File: src/design/dtu_pkg.sv
package dtu_pkg;

    // default lane count and fixed text geometry
    localparam int LANES_DEF  = 8;
    localparam int BYTE_LANES = 8;

    // digit classifier: (byte - bias) read as signed is below the limit for '0'..'9'
    localparam logic [7:0]        BYTE_BIAS   = 8'd176;
    localparam logic signed [7:0] DIGIT_LIMIT = -8'sd118;
    localparam logic [7:0]        ASCII_ZERO  = 8'h30;

    // longest number that can still fit in 64 bits
    localparam logic [7:0] MAX_DIGITS = 8'd20;

    // powers of ten up to 10^8 fit in 27 bits
    localparam int POW_W  = 27;
    localparam int TERM_W = POW_W + 4;

    typedef enum logic [1:0] {
        ST_OK       = 2'd0,
        ST_INVALID  = 2'd1,
        ST_OVERFLOW = 2'd2
    } status_t;

    typedef enum logic [1:0] {
        S_IDLE,
        S_MUL,
        S_ADD
    } state_t;

    typedef struct packed {
        logic mul_en;
        logic add_en;
        logic first;
        logic ended;
    } dtu_ctl_t;

    typedef struct packed {
        logic        emit;
        logic [63:0] value;
        logic [7:0]  digit_count;
        status_t     status;
    } dtu_res_t;

    function automatic logic [POW_W-1:0] pow10(input logic [4:0] e);
        logic [POW_W-1:0] p;
        case (e)
            5'd0:    p = POW_W'(1);
            5'd1:    p = POW_W'(10);
            5'd2:    p = POW_W'(100);
            5'd3:    p = POW_W'(1000);
            5'd4:    p = POW_W'(10000);
            5'd5:    p = POW_W'(100000);
            5'd6:    p = POW_W'(1000000);
            5'd7:    p = POW_W'(10000000);
            5'd8:    p = POW_W'(100000000);
            default: p = '0;
        endcase
        return p;
    endfunction

endpackage

File: src/design/dtu_merge.sv
module dtu_merge import dtu_pkg::*; #(
    parameter int LANES = LANES_DEF,
    parameter int KW    = $clog2(LANES + 1)
) (
    input  logic                        clk,
    input  logic                        rst_n,
    input  dtu_ctl_t                    ctl,
    input  logic [KW-1:0]               k,
    input  logic [LANES-1:0][TERM_W-1:0] terms,
    output dtu_res_t                    res
);

    logic [63:0]       acc_reg;
    logic [7:0]        digits_reg;
    logic              active_reg;
    logic              too_large_reg;

    logic [58:0]       prod_lo_reg;
    logic [58:0]       prod_hi_reg;
    logic [POW_W-1:0]  cval_reg;

    logic [63:0]       acc_eff;
    logic [POW_W-1:0]  pw;
    logic [POW_W-1:0]  csum;

    logic              live;
    logic [7:0]        ds_base;
    logic [8:0]        ds_sum;
    logic [7:0]        ds_new;
    logic [91:0]       total;
    logic              tl_new;

    // multiply stage inputs
    assign acc_eff = ctl.first ? 64'd0 : acc_reg;
    assign pw      = pow10(5'(k));

    always_comb
    begin
        csum = '0;
        for (int i = 0; i < LANES; i++)
        begin
            csum = csum + POW_W'(terms[i]);
        end
    end

    always_ff @(posedge clk)
    begin
        if (ctl.mul_en)
        begin
            prod_lo_reg <= acc_eff[31:0] * pw;
            prod_hi_reg <= acc_eff[63:32] * pw;
            cval_reg    <= csum;
        end
    end

    // add stage: recombine halves, check for overflow
    assign live    = ctl.first || active_reg;
    assign ds_base = ctl.first ? 8'd0 : digits_reg;
    assign ds_sum  = 9'(ds_base) + 9'(k);
    assign ds_new  = ds_sum[8] ? 8'hFF : ds_sum[7:0];
    assign total   = 92'({prod_hi_reg, 32'd0}) + 92'(prod_lo_reg) + 92'(cval_reg);
    assign tl_new  = (!ctl.first && too_large_reg) || (ds_new > MAX_DIGITS)
                     || (|total[91:64]);

    always_ff @(posedge clk or negedge rst_n)
    begin
        if (!rst_n)
        begin
            acc_reg       <= '0;
            digits_reg    <= '0;
            active_reg    <= 1'b0;
            too_large_reg <= 1'b0;
        end
        else if (ctl.add_en && live)
        begin
            acc_reg       <= total[63:0];
            digits_reg    <= ds_new;
            active_reg    <= !ctl.ended;
            too_large_reg <= tl_new;
        end
    end

    always_comb
    begin
        res.emit = live && ctl.ended;
        if (ds_new == 8'd0)
        begin
            res.value       = 64'd0;
            res.digit_count = 8'd0;
            res.status      = ST_INVALID;
        end
        else if (tl_new)
        begin
            res.value       = 64'd0;
            res.digit_count = ds_new;
            res.status      = ST_OVERFLOW;
        end
        else
        begin
            res.value       = total[63:0];
            res.digit_count = ds_new;
            res.status      = ST_OK;
        end
    end

endmodule

File: config.mk
export PLATFORM = sky130hd
export DESIGN_NAME = dtu_merge
export DESIGN_NICKNAME = d
export VERILOG_FILES = /design/src/design/dtu_pkg.sv /design/src/design/dtu_merge.sv
export SDC_FILE = /design/constraint.sdc
export NUM_CORES = 2
export LEC_CHECK = 0
export BUFFER_PORTS_ARGS = -buffer_cell sky130_fd_sc_hd__buf_2
export CAP_MARGIN = 20
export CORE_ASPECT_RATIO = 0.7
export CORE_UTILIZATION = 35
export CTS_CLUSTER_DIAMETER = 150
export DETAILED_ROUTE_END_ITERATION = 6
export GPL_TIMING_DRIVEN = 1
export MAX_ROUTING_LAYER = met4
export REMOVE_ABC_BUFFERS = 1
export SYNTH_ARGS = -nofsm -noshare
export SYNTH_HDL_FRONTEND = slang
export SYNTH_SLANG_ARGS = --single-unit
File: constraint.sdc
create_clock -name clk -period 7.3 [get_ports clk]
set_clock_uncertainty 0.1 [all_clocks]
set_input_delay 0.365 -clock clk [delete_from_list [all_inputs] [get_ports clk]]
set_output_delay 0.365 -clock clk [all_outputs]
set_load 0.02 [all_outputs]
==> metrics.txt <==
Netlist cell types just over 90; crit share post-route 1.062; Num CTS Buffers 30; DRT Wirelength approximately 300000 microns; Pre-antenna DRT Iters 7; Post-synth EDFFs 145; H-tree Lvls 1; dpl hpwl 257800 microns; DIE WIDTH 543.6 microns; initial antenna violation count 13; post-synthesis mux area share 0.001880; latest clock arrival within the worst-skew pair 0.66 ns; f_max approximately 130 MHz; hold worst-path end cval_reg[0]$_DFFE_PP_; Yosys top cell by area fa_1; outcome finished, violations left; CP Class input port to flop; # IOs 333; Slew Limit Fails 0; port bufs 300; Synth Area per Inst roughly 8.6 sq um; DRC Markers 0; FF-to-FF End prod_hi_reg[48]$_DFFE_PP_; post-synth top area share 0.4153; post-synthesis instance total 8329; top post-synthesis cells by area fa_1, inv_1, ha_1; synth warn 0; via count 63980; Synth Area in XOR/XNOR 0.02998; Sw Ratio 0.5496; crit-path max FO 7; Setup crit end kind flop; leakage between 0.04 and 0.05 uW; Tmin final 7.754 ns; asr flop ratio synth 0.3379; crit path DAT 8.06 ns; largest net degree at the start of global routing 80; final setup fails 33; post-synthesis simple-gate area fraction 0.1497; number of DRC markers in iteration 0 between 6000 and 7000; vias in the first global route 64890; max incr delay on CP 0.59 ns; worst vdd ir 0.2392 mV; DRT antenna net count 0; total power divided by cell area 273.6 nW/um^2; CTS tree yes; area post-placement 85280 sq um; sequential share of power 0.116; Post-synth top cells inv_1, fa_1, nor2_1; number of flip-flops in the largest register 64; Std-Cell Rows ~140; Finished Cell Area ~90000 sq um; hold_ws between 0.04 and 0.05 ns; Worst slew margin 0.2397; combinational group share of total power 0.820; Synth Cell Area 71870 sq um; FF/Latch Area 6225 sq um; Final GP Congestion 1.028; layout cells sized above 1 0.2551; internal power 11310 uW; first-pass GRT wire length between 400000 and 500000 microns; Hold Path Class input port to flop; largest family of logic cells by synthesized area adder cells; Hold Crit Depth 3; switching power 13800 uW; max_cap viols 0; wire per inst 24.08 microns; Layout area overhead 27.73%; clock-pin transition on the worst setup and hold timing paths 0.07 ns; Startpoint Class input port; worst setup margin -0.4539 ns; fraction of the mapped netlist area in adder cells 0.5177; clock power share 0.064; Initial Util 0.3539; GR Util All Layers 0.2980; number of synthesized register bits 219; CP most frequent cell fa_1; failing checks setup timing; Die Ht roughly 380 microns; Worst-Margin Slew 1.135 ns; DIE AREA slightly above 200000 sq um; grt total ovfl 0; reg2reg path depth 27; Via density 5.162; cell with the most instances after synthesis inv_1; Slowest-stage cell, CP fa_1; Final nets 11970; worst r2r src acc_reg[49]$_DFFE_PN0P_; R2R setup slack -0.41 ns; Core Area 203100 sq um; HP Start terms[217]; Critical Path RT 7.61 ns; register area share after synthesis 0.08635; CTS Buffer Depth 3; final hold violation count 0; Root Buffer clkbuf_16; ys flop type edfxtp_1; Synth Area in Compound Gates 0.08498; area occupied by multi-input gates 59330 sq um; # fillers 19830; clk sink count 219; RSZ-0062 raised after global routing yes; Total Power 25110 uW
## metal layers
layer,global-route usage,wire [microns]
met2,0.3853,116200
met5,-,0
met1,0.4625,140800
met4,0.05108,6160
met3,0.07353,35400
## kinds of logic after synthesis
kind of cell,Yosys count
compound gates,972
buf+inv,2453
simple gates,2347
fa+ha+maj,2079
xor+xnor,246
mux,13
flops,219
## power groups by stage
stage          logic (uW)  registers, uW  clock network, uW
4_1_cts             19400           2860               1620
2_1_floorplan        9680           2490                  0
3_5_place_dp        18100           2840                  0
6_report            20600           2920               1600
5_1_grt             22100           2940               1660
3_3_place_gp        18000           2860                  0
## critical path, delay by kind of cell
kind / cells / cell delay (ns)
and+or+nand+nor: 6 / 0.78
adders and majority gates: 9 / 4.19
xor gates and xnor gates: 1 / 0.08
buffers and inverters: 13 / 1.18
AOI/OAI and AO/OA: 7 / 1.45
## cell usage in the layout, fill, tap and decap left out, types with 42 or more instances in the layout
cell type / n
buf_4: 1124
inv_1: 1945
inv_2: 93
buf_12: 111
nor2_1: 793
nand4_1: 66
ha_1: 536
a21o_1: 101
ha_4: 46
nor2b_1: 50
buf_6: 124
dfrtp_1: 59
nor3_1: 62
xnor2_1: 154
nor4_2: 50
xor2_1: 69
nand2_1: 794
nand3_1: 67
edfxtp_1: 145
fa_2: 107
a21oi_1: 240
fa_1: 1384
nand2b_1: 62
o21ai_0: 212
nor2_2: 42
buf_2: 293
## worst max path at each step
stage / startpoint / endpoint / slack (ns) / cells past startpoint
CTS: k[1] / prod_hi_reg[48]$_DFFE_PP_ / -0.35 / 33
global placement: k[1] / prod_lo_reg[47]$_DFFE_PP_ / -2.36 / 36
detailed placement: k[1] / prod_lo_reg[56]$_DFFE_PP_ / -1.96 / 33
global route: acc_reg[7]$_DFFE_PN0P_ / prod_lo_reg[54]$_DFFE_PP_ / -0.58 / 28
floorplan: k[0] / prod_hi_reg[48]$_DFFE_PP_ / -3.53 / 27
finish: k[1] / prod_hi_reg[52]$_DFFE_PP_ / -0.45 / 36
## layout make-up
type                    count  share of cell area
diodes                      6           0.0001636
clock buffers              37            0.008791
clock inverters            19            0.002167
inverters                2043             0.08384
multi-input cells        5657              0.6463
flip-flops and latches    219             0.06781
well taps                2730             0.03721
repair buffers           1685              0.1537
## stage by stage
step	worst slack [ns]	util	instances	TNS, ns
after global placement	-2.361	0.4200	12130	-93.59
after global routing	-0.5785	0.4521	12390	-14.27
final	-0.4539	0.4521	12400	-8.157
after CTS	-0.3451	0.4414	12300	-5.007
after floorplan	-3.527	-	7919	-317.04
after detailed placement	-1.956	0.4200	12130	-86.99
## timing repair
item,in CTS,in global routing
cloned,6,3
endpoints found under the hold margin,35,0
hold buffers,3,0
gates resized for setup,633,391
endpoints found under the setup margin,67,60
pin swaps,267,293
buffers inserted,112,100
Note: power is estimated with default switching activity, not from simulation.
