## config.mk

```make
export PLATFORM = sky130hd
export DESIGN_NAME = dtu_lane
export DESIGN_NICKNAME = d
export VERILOG_FILES = /design/src/design/dtu_pkg.sv /design/src/design/dtu_lane.sv
export SDC_FILE = /design/constraint.sdc
export NUM_CORES = 1
export LEC_CHECK = 0
export BUFFER_PORTS_ARGS = -buffer_cell sky130_fd_sc_hd__buf_2
export CAP_MARGIN = 20
export CELL_PAD_IN_SITES_DETAIL_PLACEMENT = 0
export CELL_PAD_IN_SITES_GLOBAL_PLACEMENT = 1
export CORE_ASPECT_RATIO = 1.5
export CORE_MARGIN = 2
export CORE_UTILIZATION = 39
export CTS_CLUSTER_SIZE = 14
export DETAILED_ROUTE_END_ITERATION = 8
export PLACE_DENSITY = 0.78
export SLEW_MARGIN = 40
export SYNTH_ARGS = -nofsm -noshare
export SYNTH_HDL_FRONTEND = slang
export SYNTH_SLANG_ARGS = --single-unit
```

## constraint.sdc

```tcl
create_clock -name clk -period 7.7 [get_ports clk]
set_input_delay 0.77 -clock clk [delete_from_list [all_inputs] [get_ports clk]]
set_output_delay 0.77 -clock clk [all_outputs]
set_load 0.01 [all_outputs]
```

## src/design/dtu_pkg.sv

```systemverilog
package dtu_pkg;

    // default lane count and fixed text geometry
    localparam int LANES_DEF  = 8;
    localparam int BYTE_LANES = 8;

    // digit classifier: (byte - bias) read as signed is below the limit for '0'..'9'
    localparam logic [7:0]        BYTE_BIAS   = 8'd176;
    localparam logic signed [7:0] DIGIT_LIMIT = -8'sd118;
    localparam logic [7:0]        ASCII_ZERO  = 8'h30;

    // longest number that can still fit in 64 bits
    localparam logic [7:0] MAX_DIGITS = 8'd20;

    // powers of ten up to 10^8 fit in 27 bits
    localparam int POW_W  = 27;
    localparam int TERM_W = POW_W + 4;

    typedef enum logic [1:0] {
        ST_OK       = 2'd0,
        ST_INVALID  = 2'd1,
        ST_OVERFLOW = 2'd2
    } status_t;

    typedef enum logic [1:0] {
        S_IDLE,
        S_MUL,
        S_ADD
    } state_t;

    typedef struct packed {
        logic mul_en;
        logic add_en;
        logic first;
        logic ended;
    } dtu_ctl_t;

    typedef struct packed {
        logic        emit;
        logic [63:0] value;
        logic [7:0]  digit_count;
        status_t     status;
    } dtu_res_t;

    function automatic logic [POW_W-1:0] pow10(input logic [4:0] e);
        logic [POW_W-1:0] p;
        case (e)
            5'd0:    p = POW_W'(1);
            5'd1:    p = POW_W'(10);
            5'd2:    p = POW_W'(100);
            5'd3:    p = POW_W'(1000);
            5'd4:    p = POW_W'(10000);
            5'd5:    p = POW_W'(100000);
            5'd6:    p = POW_W'(1000000);
            5'd7:    p = POW_W'(10000000);
            5'd8:    p = POW_W'(100000000);
            default: p = '0;
        endcase
        return p;
    endfunction

endpackage

```

## src/design/dtu_lane.sv

```systemverilog
module dtu_lane import dtu_pkg::*; #(
    parameter int LANES = LANES_DEF,
    parameter int IDX   = 0,
    parameter int KW    = $clog2(LANES + 1)
) (
    input  logic              clk,
    input  logic [7:0]        byte_in,
    input  logic              in_range,
    input  logic              load,
    input  logic [KW-1:0]     k,
    output logic              ok,
    output logic [TERM_W-1:0] term
);

    localparam logic [4:0] IDX5 = 5'(IDX);

    logic [7:0]       biased;
    logic [3:0]       digit_reg;
    logic [POW_W-1:0] weight;

    // ascii digit test
    assign biased = byte_in - BYTE_BIAS;
    assign ok     = in_range && ($signed(biased) < DIGIT_LIMIT);

    always_ff @(posedge clk)
    begin
        if (load)
        begin
            digit_reg <= 4'(byte_in - ASCII_ZERO);
        end
    end

    // decimal weight of this lane within the leading run
    always_comb
    begin
        if (5'(k) > IDX5)
        begin
            weight = pow10(5'(k) - IDX5 - 5'd1);
        end
        else
        begin
            weight = '0;
        end
    end

    assign term = digit_reg * weight;

endmodule

```

==> results.toml, run 1 <==
[sta]
rsz0062_at_grt = "no"
slew_viol_final = 0
worst_slew_pin_slew_ns = 0.677
max_freq_mhz = 143
timing.slew.headroom_pct = 54.3
setup_viol = 0
fin_ws_ns = 0.722
min_period_ns = 6.98
hold_violations = 0
finalCritPeriodShare_pct = 90.6
tns_ns = 0

[synth]
ys_ff_latch = 4
synth_area_mm2 = 0.00375
async_reset_ff_share_pct = 0
ys.warnings.count = 0
postSynthCellCount = 505
synth-seq-area-share_pct = 3.20
syn_area_per_cell_um2 = 7.43
synth_top_area_cell = "fa_1"
synth_ff_type = "edfxtp_1"
syn-num-nets = 611
synthDistinctLibCells = 50
synth.area.top_cells = "fa_1, ha_1, inv_1"
synth_edf_count = 4
synth_top_area_share_pct = 23.0

[clock_tree]
cts_max_level = 1
numCtsBuffers = 3
tritoncts = "done"
cts.clk_slew.worst_paths_ns = 0.03
post_cts_resized = 0
clock_path_buffers = 2
cts_sinks = 4
ctsHoldBuffers = 0
cts-root-buf = "clkbuf_16"
cts_setup_buffers = 0

[min_path]
min_path_type = "in2reg"
hold_depth = 1
hold_path_end = "digit_reg[0]"
hp-start = "byte_in[0]"

[drt]
routedWlPerCell_um = 14.6
antenna_left = 0
routed_via_density = 5.42
dr.pass1.iters = 9
drtIter0Drc = 122
drc_errors = 0
vias = 3523
wl_um = 9510

[setup_path]
critical_path_arrival_ns = 6.21
end_kind = "primary output"
criticalPathCategory = "in2out"
worstPathRequired_ns = 6.93
crit_path_start_kind = "input port"
path_max_fanout = 21

[die]
die_area_mm2 = 0.0104
num_io_pins = 47
die_height_um = 124
core_mm2 = 0.00931
start_util_pct = 40.3
fp-row-count = 43
fp.dieW_um = 84.1

[cells_and_area]
n_antenna_cell = 0
areaGrowthSynthToFinish_pct = 10.2
finalNetCount = 646
drive_above_1_share_pct = 11.0
regArea_um2 = 120
multi_input_area_mm2 = 0.00320
largest_reg_flops = 4
fillers = 1012

[pwr]
clockPowerShare_pct = 24.7
pwr-share-seq_pct = 10.2
p_leak_uw = 0.00228
p_int_uw = 173
p_switching_uw = 149
vdd_drop_max_mv = 0.146
power_frac_comb_pct = 65.1
power_density_mw_per_mm2 = 78.1
switching_share_pct = 46.3

[placed_design]
post-place-ws_ns = 0.774
hpwl_um = 8280
io_buffers = 46
place.gp.congestion = 0.892

[grt]
grt_pass1_wl_um = 15700
grt_max_degree = 22
overflow = 0
antenna_found_initial = 0
grt_pass1_vias = 3535
grtUsageTotal_pct = 18.2

[outcome]
status = "finished clean"

[run]
max_cap_violations = 0
layer usage:
layer	global-route usage [%]	wire, um	vias to the layer above
met1	19.6	3670	1665
met3	0.928	266	24
met2	36.3	5190	91
li1	-	-	1743
met5	0	0	-
met4	7.76	391	0
layout by cell type, fill, tap and decap left out, types with 2 or more instances in the layout:
cell type / instances
edfxtp_1: 4
and2_1: 16
buf_2: 46
o22ai_1: 2
a21o_1: 8
nor4_1: 5
a31oi_1: 6
fa_1: 43
nand3_1: 10
or2_1: 2
o21bai_1: 3
a211oi_1: 4
clkbuf_16: 3
and3_1: 13
or2_2: 2
o21a_1: 11
a21oi_1: 36
nor2_1: 35
inv_1: 97
o21ai_1: 3
o2111ai_1: 2
xor2_1: 11
nand2b_1: 7
o21ai_0: 20
xnor2_1: 14
nand2_1: 39
nand4_1: 8
o211ai_1: 4
nor2b_1: 3
nor3_1: 15
ha_1: 48
through the flow:
step	cell area (um2)	util [%]	power (uW)	hold WS, ns	std cells
after CTS	4130	44.4	326	0.722	650
after global routing	4130	44.4	355	0.728	650
final	4130	44.4	323	0.724	650
after floorplan	3750	-	183	0.869	505
after detailed placement	4060	43.6	246	0.950	647
after global placement	4060	43.6	243	0.947	647
Yosys cell counts (all sizes together), types with 10 or more instances:
| cell | n |
|---|---|
| a21oi | 36 |
| and2 | 17 |
| and3 | 13 |
| clkbuf | 14 |
| fa | 43 |
| ha | 48 |
| inv | 97 |
| nand2 | 39 |
| nand3 | 10 |
| nor2 | 36 |
| nor3 | 15 |
| o21a | 11 |
| o21ai | 24 |
| xnor2 | 14 |
| xor2 | 11 |
cells by family after synthesis:
logic type               share of synthesized area, %
AO/OA/AOI/OAI                                    18.5
XOR/XNOR                                         5.84
adder cells (fa/ha/maj)                          39.0
buffers and inverters                            11.5
flip-flops                                       3.20
multiplexers                                    0.300
AND/OR/NAND/NOR                                  21.7
how the worst max path moves through the flow:
stage | cells past startpoint | from | end | slack (ns)
floorplan | 16 | k[0] | term[27] | 1.69
finish | 19 | k[0] | term[28] | 0.72
CTS | 19 | k[0] | term[28] | 0.76
detailed placement | 19 | k[0] | term[28] | 0.77
global route | 19 | k[0] | term[28] | 0.19
global placement | 19 | k[0] | term[28] | 0.89
power by group through the flow:
stage | Combinational (uW) | Clock (uW) | Sequential [uW]
2_1_floorplan | 155 | 0 | 27.6
3_3_place_gp | 210 | 0 | 33.2
3_5_place_dp | 213 | 0 | 33.1
4_1_cts | 213 | 80.6 | 33.0
5_1_grt | 238 | 83.6 | 33.4
6_report | 210 | 79.7 | 32.9
final cells by class:
| class | count | area share [%] |
|---|---|---|
| multi-input combinational | 387 | 77.3 |
| inverter | 97 | 8.81 |
| timing repair buffer | 47 | 5.75 |
| tap | 112 | 3.39 |
| sequential | 4 | 2.91 |
| clock buffer | 3 | 1.82 |
critical path, cell delays in order:
cell and delay (ns):
buf_2 0.16, inv_1 0.14, ha_1 0.26, ha_1 0.66, o311ai_0 0.39, nor2_1 0.61
o21a_1 0.29, fa_1 0.41, inv_1 0.11, fa_1 0.39, inv_1 0.06, ha_1 0.29
a21oi_1 0.19, o21ai_0 0.18, a211oi_1 0.56, a21oi_1 0.15, o21a_1 0.19, a211oi_1 0.22
buf_2 0.17
No activity file was read; power rests on OpenSTA's default activity.
==> run 2, diff against run 1 <==
- CORE_UTILIZATION: 39 -> 45
- PLACE_DENSITY: 0.78 -> 0.88
==> run 2 against run 1 <==
Hold slack improved by 0.0052 ns. Wire length decreased by 3.4%. Largest cell class unchanged. Clock-buffer cell count unchanged. Critical path depth decreased by 1. Sequential power about the same. Global-route usage increased by 2.5 points.
==> results.toml, run 2 (synthesized netlist as in run 1, its figures left out) <==
[placed_design]
hpwl_um = 7990
dpl_cell_area_mm2 = 0.00405
dpl.cell_count = 640
io_buffers = 46
post-place-ws_ns = 0.760
place.gp.congestion = 0.914

[cells_and_area]
final_common_cell = "inv_1"
largest_reg_flops = 4
layout_common_cells = "inv_1, ha_1, buf_2"
final_area_mm2 = 0.00413
areaGrowthSynthToFinish_pct = 10.0
finalNetCount = 646
drive_above_1_share_pct = 11.0
n_antenna_cell = 0
layoutNonFillerInstCount = 643
fillers = 844

[drt]
vias = 3519
drc_errors = 0
routed_via_density = 5.47
antenna_left = 0
drtIter0Drc = 140
wl_um = 9190
dr.pass1.iters = 4
routedWlPerCell_um = 14.3

[setup_path]
crit_path_start = "k[0]"
crit_path_start_kind = "input port"
end_kind = "primary output"
worstPathRequired_ns = 6.93
path_max_fanout = 21
critical_path_arrival_ns = 6.23
criticalPathCategory = "in2out"

[grt]
grt_max_degree = 22
overflow = 0
grt_pass1_vias = 3448
antenna_found_initial = 0
grtUsageTotal_pct = 20.7
grt_pass1_wl_um = 15300

[clock_tree]
cts_sinks = 4
numCtsBuffers = 3
post_cts_resized = 0
cts-root-buf = "clkbuf_16"
cts_max_level = 1
ctsHoldBuffers = 0
cts_setup_buffers = 0
tritoncts = "done"
cts.clk_slew.worst_paths_ns = 0.03
clock_path_buffers = 2

[die]
die_height_um = 116
num_io_pins = 47
start_util_pct = 46.5
fp.dieW_um = 78.5
core_mm2 = 0.00806
fp-row-count = 40
die_area_mm2 = 0.00909

[run]
max_cap_violations = 0

[sta]
setup_viol = 0
min_period_ns = 7.00
max_freq_mhz = 143
hold_violations = 0
worst_slew_pin_slew_ns = 0.674
rsz0062_at_grt = "no"
hold_ws_ns = 0.729
fin_ws_ns = 0.697
timing.slew.headroom_pct = 54.9
tns_ns = 0
finalCritPeriodShare_pct = 90.9
slew_viol_final = 0

[min_path]
hold_depth = 1
hp-start = "byte_in[0]"
hold_path_end = "digit_reg[0]"
min_path_type = "in2reg"

[pwr]
vdd_drop_max_mv = 0.157
power_density_mw_per_mm2 = 78.0
p_leak_uw = 0.00228

[outcome]
status = "finished clean"
==> run 2: cell counts in the layout (fill, tap and decap cells not counted) <==
No cell type changed its count.
==> run 2: worst max-delay path by stage <==
stage          cells past startpoint  endpoint
6_report                          18  term[27]
5_1_grt                           22  term[29]
4_1_cts                           18  term[29]
3_5_place_dp                      18  term[29]
3_3_place_gp                      18  term[29]
2_1_floorplan                     16  term[27]
==> run 2: final cells by class <==
type / instances / area, um2 / area share (%)
multi-input combinational: 387 / 3200 / 77.5
inverter: 97 / 364 / 8.83
timing repair buffer: 47 / 238 / 5.76
tap: 105 / 131 / 3.18
sequential: 4 / 120 / 2.91
clock buffer: 3 / 75.1 / 1.82
==> run 2: through the flow <==
stage | total power (uW) | util (%)
6_report | 322 | 51.2
2_1_floorplan | 183 | -
3_3_place_gp | 241 | 50.3
3_5_place_dp | 243 | 50.3
4_1_cts | 325 | 51.2
5_1_grt | 354 | 51.2
==> run 2: worst max-delay path, stage by stage <==
cell and delay (ns):
buf_2 0.17, inv_1 0.14, ha_1 0.27, ha_1 0.66
o311ai_0 0.38, nor2_1 0.62, o21ai_0 0.25, fa_1 0.50
fa_1 0.54, inv_1 0.04, ha_1 0.37, nand2_1 0.08
or3_4 0.34, o211ai_4 0.27, o2bb2ai_2 0.13, or4b_1 0.47
nand4_1 0.09, buf_2 0.13
==> run 2: power by group <==
group	switching (uW)	total, uW	internal, uW
logic	129	210	80.7
registers	6.60	32.9	26.3
clock network	13.1	79.3	66.2
total	149	322	173
==> run 2: metal layers <==
layer | track usage [%] | wire length, um | vias to the layer above | share of wire (%)
li1 | - | - | 1742 | -
met1 | 22.7 | 3450 | 1639 | 38
met2 | 40.1 | 4950 | 106 | 54
met3 | 0.701 | 318 | 32 | 3.5
met4 | 10.8 | 459 | 0 | 5.0
met5 | 0 | 0 | - | 0
==> run 3, diff against run 2 <==
- BUFFER_PORTS_ARGS: -buffer_cell sky130_fd_sc_hd__buf_2 -> default
- CORE_UTILIZATION: 45 -> 49
- DONT_BUFFER_PORTS: default -> 1
- PLACE_DENSITY: 0.88 -> 0.87
==> run 3 against run 2 <==
Combinational power is 12% lower. Highest routed layer unchanged. Largest cell class unchanged. Largest power group unchanged. Wire length is 0.97% lower. Final cell count shrank 7.6%. Flip-flop and latch count unchanged. First-iteration DRC count decreased by 16%. Global-route usage rose by 1.6 points. Via count is 4.9% lower. Final area down 5.7%.
==> results.toml, run 3 (synthesized netlist as in run 1, its figures left out) <==
[sta]
min_period_ns = 6.78
hold_violations = 0
finalCritPeriodShare_pct = 88.0
slew_viol_final = 0
tns_ns = 0
max_freq_mhz = 148
worst_slew_pin_slew_ns = 0.679
timing.slew.headroom_pct = 54.1
rsz0062_at_grt = "no"
setup_viol = 0

[pwr]
clockPowerShare_pct = 26.6
pwr-share-seq_pct = 11.1
p_total_uw = 298
power_frac_comb_pct = 62.3
p_switching_uw = 141
vdd_drop_max_mv = 0.183
power_density_mw_per_mm2 = 76.5
p_leak_uw = 0.00207
switching_share_pct = 47.5
p_int_uw = 156

[run]
max_cap_violations = 0

[drt]
routedWlPerCell_um = 15.3
drc_errors = 0
antenna_left = 0
wl_um = 9100
wl_met2_um = 5050
dr_wl_met3_um = 306
routed_via_density = 5.64
drtIter0Drc = 117
m1WireLength_um = 3450
dr.pass1.iters = 4
vias = 3348
highest_layer = "met4"

[die]
num_io_pins = 47
start_util_pct = 49.9
core_mm2 = 0.00751
die_height_um = 111
fp.dieW_um = 75.4
fp-row-count = 39
die_area_mm2 = 0.00838

[cells_and_area]
fillers = 782
largest_reg_flops = 4
final_area_mm2 = 0.00389
finalNetCount = 600
final_common_cell = "inv_1"
n_antenna_cell = 0
drive_above_1_share_pct = 2.64
layout_common_cells = "inv_1, ha_1, fa_1"
areaGrowthSynthToFinish_pct = 3.77

[clock_tree]
cts-root-buf = "clkbuf_16"
cts.clk_slew.worst_paths_ns = 0.03
clock_path_buffers = 2
cts_max_level = 1
numCtsBuffers = 3
ctsHoldBuffers = 0
cts_setup_buffers = 0
tritoncts = "done"
post_cts_resized = 0
cts_sinks = 4

[placed_design]
place.gp.congestion = 0.911
io_buffers = 0
dpl_cell_area_mm2 = 0.00382
hpwl_um = 7800

[setup_path]
crit_buf_inv = 3
path_cells = "inv_1, ha_1, ha_1, o311ai_0, nor2_1, o21a_1, fa_1, inv_1, fa_1, inv_1, ha_1, a21oi_1, o21ai_0, a211oi_1, a21oi_1, o21a_1, a211oi_1"
cp_top_family = "compound AO/OA/AOI/OAI gates"
path_max_fanout = 21
cpMaxStageDelayCell = "ha_1"
critical_path_arrival_ns = 6.01
crit_path_start_kind = "input port"
criticalPathCategory = "in2out"
slowest_delay_ns = 0.67
worstPathRequired_ns = 6.93
end_kind = "primary output"

[outcome]
status = "finished clean"

[grt]
grt_pass1_vias = 3327
grt_pass1_wl_um = 14900
grtUsageTotal_pct = 22.3
overflow = 0
grt_max_degree = 22
antenna_found_initial = 0

[min_path]
min_path_type = "in2reg"
-- run 3: path summary, 6_finish.rpt --
path	from	endpoint	slack [ns]	cells after the start
max	k[0]	term[28]	0.92	17
min	byte_in[0]	digit_reg[0]	0.65	0
-- run 3: layer usage --
layer  GRT usage (%)  vias to the layer above
li1                -                     1651
met1            25.5                     1589
met2            41.4                       88
met3            1.73                       20
met4            7.84                        0
met5               0                        -
-- run 3: power groups by stage --
stage,Sequential [uW],Combinational (uW),Clock (uW)
4_1_cts,32.9,187,81.0
5_1_grt,33.5,210,81.9
6_report,32.9,185,79.2
3_3_place_gp,33.0,183,0
2_1_floorplan,27.6,155,0
3_5_place_dp,33.1,185,0
-- run 3: cell type report --
type                       count  area [um2]  area share (%)
multi-input combinational    387        3200            82.2
inverter                      97         364            9.36
tap                          102         128            3.28
sequential                     4         120            3.09
clock buffer                   3        75.1            1.93
timing repair buffer           1        7.51           0.193
-- run 3: stage by stage --
stage / hold WS [ns] / instances / setup WS, ns / utilization, %
2_1_floorplan: 0.869 / 505 / 1.69 / -
3_3_place_gp: 0.869 / 591 / 1.16 / 50.8
4_1_cts: 0.641 / 594 / 0.960 / 51.8
6_report: 0.645 / 594 / 0.920 / 51.8
5_1_grt: 0.640 / 594 / 0.533 / 51.8
3_5_place_dp: 0.869 / 591 / 0.984 / 50.8
